--- config.mk ---
export PLATFORM = sky130hd
export DESIGN_NAME = windowed_time_difference_generator_flat
export DESIGN_NICKNAME = d
export VERILOG_FILES = /design/src/sv/wtdg_pkg.sv /design/src/sv/wtdg_if.sv /design/src/sv/windowed_time_difference_generator.sv /design/src/sv/wtdg_fifo.sv /design/src/sv/wtdg_front.sv /design/src/sv/wtdg_back.sv /design/src/flat_wrapper.sv
export SDC_FILE = /design/constraint.sdc
export NUM_CORES = 2
export LEC_CHECK = 0
export BUFFER_PORTS_ARGS = -buffer_cell sky130_fd_sc_hd__buf_2
export CAP_MARGIN = 10
export CORE_MARGIN = 2
export CORE_UTILIZATION = 55
export DETAILED_ROUTE_END_ITERATION = 12
export PLACE_DENSITY = 0.71
export RECOVER_POWER = 25
export SETUP_SLACK_MARGIN = 0.1
export SLEW_MARGIN = 20
export SYNTH_ARGS = -nofsm -noshare
export SYNTH_HDL_FRONTEND = slang
export SYNTH_SLANG_ARGS = --single-unit
--- constraint.sdc ---
create_clock -name clk -period 18.88 [get_ports clk]
set_input_delay 3.776 -clock clk [delete_from_list [all_inputs] [get_ports clk]]
set_output_delay 3.776 -clock clk [all_outputs]
set_load 0.005 [all_outputs]
--- src/sv/wtdg_pkg.sv ---
`default_nettype none
// ----------------------------------------------------------------------------
// wtdg_pkg
// back-end state type and reset limit of the windowed time difference generator
// ----------------------------------------------------------------------------
package wtdg_pkg;

	typedef enum logic [0:0] {
		BK_IDLE,
		BK_WALK
	} back_state_t;

	localparam longint unsigned MAX_DIFF_RESET = 64'd1000000;

endpackage
`default_nettype wire

--- src/sv/wtdg_if.sv ---
`default_nettype none
// ----------------------------------------------------------------------------
// wtdg_if
// valid/ready channels for event timestamps and time difference results
// ----------------------------------------------------------------------------
interface wtdg_event_if #(
	parameter int TIME_WIDTH = 48
);
	logic                  valid;
	logic                  ready;
	logic [TIME_WIDTH-1:0] event_time;

	modport source (output valid, output event_time, input ready);
	modport sink   (input valid, input event_time, output ready);
endinterface

interface wtdg_result_if #(
	parameter int TIME_WIDTH = 48
);
	logic                  valid;
	logic                  ready;
	logic [TIME_WIDTH-1:0] time_difference;
	logic                  out_of_order;
	logic                  last;

	modport source (output valid, output time_difference, output out_of_order, output last,
		input ready);
	modport sink   (input valid, input time_difference, input out_of_order, input last,
		output ready);
endinterface
`default_nettype wire

--- src/sv/windowed_time_difference_generator.sv ---
`default_nettype none
// ----------------------------------------------------------------------------
// windowed_time_difference_generator
// time differences between each new event and the recent event history
// ----------------------------------------------------------------------------
// An event whose timestamp is not below the newest stored one is loaded into
// the back end, which then walks n stored timestamps, n being the number that
// the walk reads (at most WINDOW-1 and none when the history is empty): one
// history read per cycle from the single read port of the history ring while
// the result output does not stall, a registered read of the last entry, and
// then a store of the new timestamp. One result transaction leaves per
// cycle while differences stay below max_difference; an early stop cuts the
// walk short and a stalled result output stalls the walk. An out-of-order
// event gives one flagged transaction. A two-entry queue lets the front end
// take events while the back end walks. The history needs no clearing after
// reset.
// ----------------------------------------------------------------------------
module windowed_time_difference_generator #(
	parameter int WINDOW     = 64,
	parameter int TIME_WIDTH = 48
) (
	input  logic                  clk,
	input  logic                  arst_n,
	input  logic                  cfg_we,
	input  logic [TIME_WIDTH-1:0] cfg_wdata,
	wtdg_event_if.sink            event_ch,
	wtdg_result_if.source         result_ch
);

	localparam int DEPTH = WINDOW - 1;
	localparam int PW    = (DEPTH > 1) ? $clog2(DEPTH) : 1;
	localparam int CW    = $clog2(DEPTH + 1);
	localparam int QW    = TIME_WIDTH + 1 + CW + PW;

	logic          push_valid;
	logic          push_ready;
	logic [QW-1:0] push_data;
	logic          pop_valid;
	logic          pop_ready;
	logic [QW-1:0] pop_data;

	wtdg_front #(
		.WINDOW     (WINDOW),
		.TIME_WIDTH (TIME_WIDTH),
		.QW         (QW)
	) u_front (
		.clk         (clk),
		.arst_n      (arst_n),
		.event_valid (event_ch.valid),
		.event_ready (event_ch.ready),
		.event_time  (event_ch.event_time),
		.push_valid  (push_valid),
		.push_ready  (push_ready),
		.push_data   (push_data)
	);

	wtdg_fifo #(
		.WIDTH (QW)
	) u_fifo (
		.clk        (clk),
		.arst_n     (arst_n),
		.push_valid (push_valid),
		.push_ready (push_ready),
		.push_data  (push_data),
		.pop_valid  (pop_valid),
		.pop_ready  (pop_ready),
		.pop_data   (pop_data)
	);

	wtdg_back #(
		.WINDOW     (WINDOW),
		.TIME_WIDTH (TIME_WIDTH),
		.QW         (QW)
	) u_back (
		.clk                 (clk),
		.arst_n              (arst_n),
		.cfg_we              (cfg_we),
		.cfg_wdata           (cfg_wdata),
		.q_valid             (pop_valid),
		.q_ready             (pop_ready),
		.q_data              (pop_data),
		.res_valid           (result_ch.valid),
		.res_ready           (result_ch.ready),
		.res_time_difference (result_ch.time_difference),
		.res_out_of_order    (result_ch.out_of_order),
		.res_last            (result_ch.last)
	);

endmodule
`default_nettype wire

--- src/sv/wtdg_fifo.sv ---
`default_nettype none
// ----------------------------------------------------------------------------
// wtdg_fifo
// two-entry queue between the classifying front end and the walking back end
// ----------------------------------------------------------------------------
module wtdg_fifo #(
	parameter int WIDTH = 8
) (
	input  logic             clk,
	input  logic             arst_n,
	input  logic             push_valid,
	output logic             push_ready,
	input  logic [WIDTH-1:0] push_data,
	output logic             pop_valid,
	input  logic             pop_ready,
	output logic [WIDTH-1:0] pop_data
);

	logic [WIDTH-1:0] slot_q [2];
	logic             wr_ptr_q;
	logic             rd_ptr_q;
	logic [1:0]       fill_q;
	logic             push;
	logic             pop;

	assign push_ready = (fill_q != 2'd2);
	assign pop_valid  = (fill_q != 2'd0);
	assign pop_data   = slot_q[rd_ptr_q];
	assign push       = push_valid && push_ready;
	assign pop        = pop_valid && pop_ready;

	always_ff @(posedge clk or negedge arst_n) begin
		if (!arst_n) begin
			wr_ptr_q <= 1'b0;
			rd_ptr_q <= 1'b0;
			fill_q   <= 2'd0;
		end else begin
			if (push) wr_ptr_q <= ~wr_ptr_q;
			if (pop) rd_ptr_q <= ~rd_ptr_q;
			if (push && !pop) fill_q <= fill_q + 2'd1;
			else if (pop && !push) fill_q <= fill_q - 2'd1;
		end
	end

	always_ff @(posedge clk) begin
		if (push) slot_q[wr_ptr_q] <= push_data;
	end

endmodule
`default_nettype wire

--- src/sv/wtdg_front.sv ---
`default_nettype none
// ----------------------------------------------------------------------------
// wtdg_front
// accepts timestamps, flags out-of-order ones and tags each with its history
// snapshot (entry count and ring slot) for the back end
// ----------------------------------------------------------------------------
module wtdg_front #(
	parameter int WINDOW     = 64,
	parameter int TIME_WIDTH = 48,
	parameter int QW         = 61
) (
	input  logic                  clk,
	input  logic                  arst_n,
	input  logic                  event_valid,
	output logic                  event_ready,
	input  logic [TIME_WIDTH-1:0] event_time,
	output logic                  push_valid,
	input  logic                  push_ready,
	output logic [QW-1:0]         push_data
);

	localparam int DEPTH = WINDOW - 1;
	localparam int PW    = (DEPTH > 1) ? $clog2(DEPTH) : 1;
	localparam int CW    = $clog2(DEPTH + 1);

	logic [TIME_WIDTH-1:0] newest_q;
	logic [CW-1:0]         count_q;
	logic [PW-1:0]         wp_q;
	logic                  accept;
	logic                  ooo;

	assign event_ready = push_ready;
	assign push_valid  = event_valid;
	assign accept      = event_valid && push_ready;
	assign ooo         = (count_q != '0) && (event_time < newest_q);
	assign push_data   = {event_time, ooo, count_q, wp_q};

	always_ff @(posedge clk or negedge arst_n) begin
		if (!arst_n) begin
			count_q <= '0;
			wp_q    <= '0;
		end else if (accept && !ooo) begin
			if (wp_q == PW'(DEPTH - 1)) wp_q <= '0;
			else wp_q <= wp_q + PW'(1);
			if (count_q != CW'(DEPTH)) count_q <= count_q + CW'(1);
		end
	end

	always_ff @(posedge clk) begin
		if (accept && !ooo) newest_q <= event_time;
	end

	a_count_bound: assert property (@(posedge clk) disable iff (!arst_n)
		count_q <= CW'(DEPTH))
		else $error("history count above depth");

	a_ptr_tracks_count: assert property (@(posedge clk) disable iff (!arst_n)
		(count_q < CW'(DEPTH)) |-> (CW'(wp_q) == count_q))
		else $error("write slot out of step with count");

	a_newest_update: assert property (@(posedge clk) disable iff (!arst_n)
		(accept && !ooo) |=> (newest_q == $past(event_time)))
		else $error("newest timestamp not recorded");

endmodule
`default_nettype wire

--- src/sv/wtdg_back.sv ---
`default_nettype none
// ----------------------------------------------------------------------------
// wtdg_back
// walks the history ring newest to oldest and emits differences below the
// limit, stores the new timestamp after the walk, flags out-of-order events
// ----------------------------------------------------------------------------
module wtdg_back #(
	parameter int WINDOW     = 64,
	parameter int TIME_WIDTH = 48,
	parameter int QW         = 64
) (
	input  logic                  clk,
	input  logic                  arst_n,
	input  logic                  cfg_we,
	input  logic [TIME_WIDTH-1:0] cfg_wdata,
	input  logic                  q_valid,
	output logic                  q_ready,
	input  logic [QW-1:0]         q_data,
	output logic                  res_valid,
	input  logic                  res_ready,
	output logic [TIME_WIDTH-1:0] res_time_difference,
	output logic                  res_out_of_order,
	output logic                  res_last
);

	localparam int DEPTH = WINDOW - 1;
	localparam int PW    = (DEPTH > 1) ? $clog2(DEPTH) : 1;
	localparam int CW    = $clog2(DEPTH + 1);
	localparam logic [TIME_WIDTH-1:0] MAX_RESET = TIME_WIDTH'(wtdg_pkg::MAX_DIFF_RESET);

	// queue word: {time, out_of_order, count, slot}
	logic [TIME_WIDTH-1:0] q_time;
	logic                  q_ooo;
	logic [CW-1:0]         q_cnt;
	logic [PW-1:0]         q_wp;

	assign q_wp   = q_data[PW-1:0];
	assign q_cnt  = q_data[PW+CW-1:PW];
	assign q_ooo  = q_data[PW+CW];
	assign q_time = q_data[PW+CW+TIME_WIDTH:PW+CW+1];

	wtdg_pkg::back_state_t state_q, state_d;

	logic [TIME_WIDTH-1:0] hist_mem [DEPTH];
	logic [TIME_WIDTH-1:0] max_q;
	logic [TIME_WIDTH-1:0] t_q, t_d;
	logic [CW-1:0]         cnt_q, cnt_d;
	logic [CW-1:0]         k_q, k_d;
	logic [PW-1:0]         rp_q, rp_d;
	logic [PW-1:0]         wp_q, wp_d;
	logic                  rd_v_s1, rd_v_d;
	logic [TIME_WIDTH-1:0] rd_data_s1;
	logic                  pend_v_q, pend_v_d;
	logic [TIME_WIDTH-1:0] pend_diff_q, pend_diff_d;
	logic                  out_valid_q, out_valid_d;
	logic [TIME_WIDTH-1:0] out_diff_q;
	logic                  out_ooo_q;
	logic                  out_last_q;

	logic                  en;
	logic [TIME_WIDTH-1:0] diff1;
	logic                  pass1;
	logic                  emit;
	logic [TIME_WIDTH-1:0] emit_diff;
	logic                  emit_ooo;
	logic                  emit_last;
	logic                  issue;
	logic                  mem_we;
	logic                  finish;

	assign en    = !out_valid_q || res_ready;
	assign diff1 = t_q - rd_data_s1;
	assign pass1 = diff1 < max_q;

	always_comb begin
		state_d     = state_q;
		t_d         = t_q;
		cnt_d       = cnt_q;
		k_d         = k_q;
		rp_d        = rp_q;
		wp_d        = wp_q;
		rd_v_d      = rd_v_s1;
		pend_v_d    = pend_v_q;
		pend_diff_d = pend_diff_q;
		emit        = 1'b0;
		emit_diff   = pend_diff_q;
		emit_ooo    = 1'b0;
		emit_last   = 1'b0;
		issue       = 1'b0;
		mem_we      = 1'b0;
		finish      = 1'b0;
		q_ready     = 1'b0;
		case (state_q)
			wtdg_pkg::BK_IDLE: begin
				if (en && q_valid) begin
					q_ready = 1'b1;
					if (q_ooo) begin
						emit      = 1'b1;
						emit_diff = '0;
						emit_ooo  = 1'b1;
						emit_last = 1'b1;
					end else begin
						state_d  = wtdg_pkg::BK_WALK;
						t_d      = q_time;
						cnt_d    = q_cnt;
						k_d      = '0;
						wp_d     = q_wp;
						rp_d     = (q_wp == '0) ? PW'(DEPTH - 1) : q_wp - PW'(1);
						rd_v_d   = 1'b0;
						pend_v_d = 1'b0;
					end
				end
			end
			wtdg_pkg::BK_WALK: begin
				if (en) begin
					if (rd_v_s1) begin
						if (pass1) begin
							emit        = pend_v_q;
							pend_v_d    = 1'b1;
							pend_diff_d = diff1;
						end else begin
							emit      = pend_v_q;
							emit_last = 1'b1;
							finish    = 1'b1;
						end
					end else if (k_q == cnt_q) begin
						emit      = pend_v_q;
						emit_last = 1'b1;
						finish    = 1'b1;
					end
					if (finish) begin
						mem_we   = 1'b1;
						pend_v_d = 1'b0;
						rd_v_d   = 1'b0;
						state_d  = wtdg_pkg::BK_IDLE;
					end else if (k_q != cnt_q) begin
						issue  = 1'b1;
						k_d    = k_q + CW'(1);
						rp_d   = (rp_q == '0) ? PW'(DEPTH - 1) : rp_q - PW'(1);
						rd_v_d = 1'b1;
					end else begin
						rd_v_d = 1'b0;
					end
				end
			end
			default: begin
				state_d = wtdg_pkg::BK_IDLE;
			end
		endcase
		if (emit) out_valid_d = 1'b1;
		else if (res_ready) out_valid_d = 1'b0;
		else out_valid_d = out_valid_q;
	end

	always_ff @(posedge clk or negedge arst_n) begin
		if (!arst_n) begin
			state_q     <= wtdg_pkg::BK_IDLE;
			rd_v_s1     <= 1'b0;
			pend_v_q    <= 1'b0;
			out_valid_q <= 1'b0;
			max_q       <= MAX_RESET;
		end else begin
			state_q     <= state_d;
			rd_v_s1     <= rd_v_d;
			pend_v_q    <= pend_v_d;
			out_valid_q <= out_valid_d;
			if (cfg_we) max_q <= cfg_wdata;
		end
	end

	always_ff @(posedge clk) begin
		t_q         <= t_d;
		cnt_q       <= cnt_d;
		k_q         <= k_d;
		rp_q        <= rp_d;
		wp_q        <= wp_d;
		pend_diff_q <= pend_diff_d;
		if (emit) begin
			out_diff_q <= emit_diff;
			out_ooo_q  <= emit_ooo;
			out_last_q <= emit_last;
		end
	end

	always_ff @(posedge clk) begin
		if (mem_we) hist_mem[wp_q] <= t_q;
		if (issue) rd_data_s1 <= hist_mem[rp_q];
	end

	assign res_valid           = out_valid_q;
	assign res_time_difference = out_diff_q;
	assign res_out_of_order    = out_ooo_q;
	assign res_last            = out_last_q;

	a_ooo_shape: assert property (@(posedge clk) disable iff (!arst_n)
		(out_valid_q && out_ooo_q) |-> (out_last_q && (out_diff_q == '0)))
		else $error("out-of-order transaction malformed");

	a_no_read_on_store: assert property (@(posedge clk) disable iff (!arst_n)
		!(mem_we && issue))
		else $error("history read during store");

	a_walk_index: assert property (@(posedge clk) disable iff (!arst_n)
		(state_q == wtdg_pkg::BK_WALK) |-> (k_q <= cnt_q))
		else $error("walk index past entry count");

	a_pend_in_walk: assert property (@(posedge clk) disable iff (!arst_n)
		pend_v_q |-> (state_q == wtdg_pkg::BK_WALK))
		else $error("pending result outside walk");

endmodule
`default_nettype wire
--- src/flat_wrapper.sv ---
// flat-port wrapper written by rule: the top's interface ports become plain ports
module windowed_time_difference_generator_flat 
#(
	parameter int WINDOW     = 64,
	parameter int TIME_WIDTH = 48
)
  (clk, arst_n, cfg_we, cfg_wdata, event_ch_valid, event_ch_event_time, event_ch_ready, result_ch_valid, result_ch_time_difference, result_ch_out_of_order, result_ch_last, result_ch_ready);
  wtdg_event_if #(.TIME_WIDTH(TIME_WIDTH)) event_ch_i ();
  wtdg_result_if #(.TIME_WIDTH(TIME_WIDTH)) result_ch_i ();
  input  logic clk;
  input  logic arst_n;
  input  logic cfg_we;
  input  logic [TIME_WIDTH-1:0] cfg_wdata;
  input wire logic [$bits(event_ch_i.valid)-1:0] event_ch_valid;
  input wire logic [$bits(event_ch_i.event_time)-1:0] event_ch_event_time;
  output wire logic [$bits(event_ch_i.ready)-1:0] event_ch_ready;
  output wire logic [$bits(result_ch_i.valid)-1:0] result_ch_valid;
  output wire logic [$bits(result_ch_i.time_difference)-1:0] result_ch_time_difference;
  output wire logic [$bits(result_ch_i.out_of_order)-1:0] result_ch_out_of_order;
  output wire logic [$bits(result_ch_i.last)-1:0] result_ch_last;
  input wire logic [$bits(result_ch_i.ready)-1:0] result_ch_ready;
  assign event_ch_i.valid = event_ch_valid;
  assign event_ch_i.event_time = event_ch_event_time;
  assign event_ch_ready = event_ch_i.ready;
  assign result_ch_valid = result_ch_i.valid;
  assign result_ch_time_difference = result_ch_i.time_difference;
  assign result_ch_out_of_order = result_ch_i.out_of_order;
  assign result_ch_last = result_ch_i.last;
  assign result_ch_i.ready = result_ch_ready;
  windowed_time_difference_generator #(.WINDOW(WINDOW), .TIME_WIDTH(TIME_WIDTH)) u_core (.clk(clk), .arst_n(arst_n), .cfg_we(cfg_we), .cfg_wdata(cfg_wdata), .event_ch(event_ch_i), .result_ch(result_ch_i));
endmodule
==> reports/results.txt <==
Status: finished, violations left
Violated checks: max-capacitance violations, max-slew violations
Synthesized net count: 6937
Layout area overhead: 12.1%
Worst-margin pin slew: 3340 ps
Beginning of the worst register-to-register path: u_core.u_back.t_q[19]$_DFFE_PP_
GRT Util Overall: 0.308
Post-Syn Instances: 6684
Yosys top cell area share: 0.750
Synth area leaders: edfxtp_1 (75%), mux4_2 (11%), mux2i_1 (2.5%), ha_1 (1.4%), dfrtp_1 (1.1%)
Synth Register Bits: 3480
FP Rows: 182
Hold Path End: u_core.u_fifo.fill_q[1]$_DFFE_PN0P_
Clock Path Buffers: 4
Die area: 0.252 mm^2
Max Transition Viols Final: 2013
Drt wl/cell: 36.4 um
Critical path class: reg2reg
Final wirelength: 389000 um
Synth cell count leaders: edfxtp_1 (3412), mux4_2 (693), mux2i_1 (345)
Count leader, synth: edfxtp_1
RR Endpoint: u_core.u_back.hist_mem[56][39]$_DFFE_PP_
Count of flip-flops with a built-in enable after synthesis: 3412
Post-synth top flop: edfxtp_1
Post-CTS Repair Setup Buffers: 0
GP Congestion: 0.907
Max FO, Critical Path: 64
VDD IR-drop max: 0.191 mV
Crit end category: register
Area post-placement: 0.142 mm^2
Root Buffer: clkbuf_16
Hold WS: 505 ps
Post_cts resized: 0
Post-route DRC: 0
PortBufs: 152
Clk_lat worst skew: 960 ps
Hold crit path type: reg2reg
Maxcap violations: 31
Finished Layout Cells: 10694
Dpl cells: 10070
Asr flop ratio synth: 0.0195
Die width: 502 um
Register area share after synthesis: 0.763
Final setup fails: 0
First-pass GRT wire length: 539000 um
CP Launch Type: register
Vias: 72555
RSZ-0062 raised after global routing: no
P_leak: 50.2 nW
Max Fclk: 0.104 GHz
Finished Core Util: 0.621
Total CTS buffers: 351
Setup_tns: 0 ps
Total gr overflow: 0
PwrDens: 162 mW/mm^2
Worst slew margin: -1.23
Share of cells above drive strength 1: 0.232
Reg2Reg Depth: 23
Design area: 0.153 mm^2
Synth unique cells: 78
Post-DP HPWL: 214000 um
Period utilization: 0.507
# IOs: 153
CP arrival: 10150 ps
Syn avg cell area: 20.4 um^2
Initial antenna violation count: 14
Final hold viol count: 0
DR iter-0 viols: 11650
Drt pass-1 iters: 8
CTS tree: built
Largest net degree at the start of global routing: 123
Hold_buf cts: 0
Yosys warnings: 0
Clock transition at the registers of the reported paths: 60 ps
Clock skew: 51.5 ps
Vias in the first global route: 70352
H-tree depth: 5
Hold path cells: 1
Biggest area consumer among synthesized cells: edfxtp_1
R2R Setup Slk: 9300 ps
Hold path startpoint: u_core.u_fifo.fill_q[1]$_DFFE_PN0P_
Synthesized area: 0.137 mm^2
# clock sinks: 3480
Die height: 502 um
Layout Nets: 7365
Post-layout min period: 9580 ps
Core ar.: 0.246 mm^2
CP Data Required Time: 19460 ps
Avg Vias per Cell: 6.78
ANT nets after route: 0
Initial Util: 0.554
through the flow:
stage               total power [mW]  setup WS, ps
CTS                             24.7         11280
finish                          24.8          9300
floorplan                       15.1         10280
detailed placement              18.1         11320
global placement                18.0         11330
global route                    25.5          9130
how the worst max path moves through the flow:
| stage | from | to | cells past startpoint | slack, ps |
|---|---|---|---|---|
| floorplan | u_core.u_back.t_q[12]$_DFFE_PP_ | u_core.u_back.hist_mem[10][0]$_DFFE_PP_ | 20 | 10280 |
| global placement | u_core.u_back.t_q[20]$_DFFE_PP_ | u_core.u_back.hist_mem[56][30]$_DFFE_PP_ | 23 | 11330 |
| detailed placement | u_core.u_back.t_q[20]$_DFFE_PP_ | u_core.u_back.hist_mem[56][39]$_DFFE_PP_ | 23 | 11320 |
| CTS | u_core.u_back.t_q[20]$_DFFE_PP_ | u_core.u_back.hist_mem[56][39]$_DFFE_PP_ | 23 | 11280 |
| global route | u_core.u_back.t_q[19]$_DFFE_PP_ | u_core.u_back.hist_mem[56][47]$_DFFE_PP_ | 23 | 9130 |
| finish | u_core.u_back.t_q[19]$_DFFE_PP_ | u_core.u_back.hist_mem[56][39]$_DFFE_PP_ | 23 | 9300 |
kinds of logic after synthesis:
family / share of synthesized area
AOI/OAI and AO/OA: 0.0378
muxes: 0.145
adders and majority gates: 0.0140
buffers and inverters: 0.0164
xor gates and xnor gates: 0.00417
DFF: 0.763
and+or+nand+nor: 0.0203
critical path, cell delays in order (launching register included):
cell      delay [ps]
edfxtp_1         310
clkbuf_1        2270
ha_1             610
nand2_1           90
o21ai_0          200
or3_1            420
or3b_4           420
a21oi_2          310
o21ai_2          180
a21oi_4          210
nor4b_1           70
or3_1            410
ha_1             320
a21o_1           160
a21o_1           170
a21oi_1          140
nor2_1            60
nor2_1           410
inv_1            170
o21ai_4          470
buf_4            800
nor3_2           160
buf_4            280
buf_4            390
layout make-up:
cell class,instances,area (um^2)
Multi-Input combinational cell,2693,30600
Timing Repair Buffer,409,2680
Fill cell,16820,93300
Sequential cell,3480,104000
Inverter,177,679
Antenna cell,9,22.5
Clock inverter,188,1680
Clock buffer,426,9150
Tap cell,3312,4140
where the power goes:
group	switching (mW)	internal (mW)	leakage, nW
Sequential	0.195	9.73	31.6
Combinational	5.31	2.89	13.2
Clock	2.83	3.85	5.29
Total	8.34	16.5	50.2
registers in the layout, summed over array words and instances, names as in the netlist, 2 cells and up:
name	flops
u_core.u_front.wp_q	6
u_core.u_back.rd_data_s1	48
u_core.u_back.max_q	48
u_core.u_back.k_q	6
u_core.u_fifo.slot_q	122
u_core.u_back.cnt_q	6
u_core.u_front.count_q	6
u_core.u_back.wp_q	6
u_core.u_back.hist_mem	3024
u_core.u_back.res_time_difference	48
u_core.u_back.pend_diff_q	48
u_core.u_back.t_q	48
u_core.u_back.rp_q	6
u_core.u_fifo.fill_q	2
u_core.u_front.newest_q	48
routing by layer:
layer	GRT usage	share of wire	up-vias
met5	0	0.000033	-
met4	0.136	0.052	2
met3	0.0772	0.12	969
met2	0.466	0.46	5098
met1	0.430	0.37	38014
li1	-	-	28472
cells in the final DEF (no fill, tap or decap), drive strengths merged, types with 21 or more instances in the layout:
cell type and count:
mux2i 345, a21oi 160, xnor2 44, dfrtp 61, o221ai 107, edfxtp 3412, clkbuf 457, bufinv 30
a21o 49, a211oi 45, a31oi 22, inv 182, nand2 196, mux4 693, ha 151, nor2 85
o21ai 237, buf 378, xor2 21, o22ai 94, clkinv 141, mux2 60, nand3 31, nand4 24
nor3 102, nor2b 63
No activity file was read; power rests on OpenSTA's default activity.
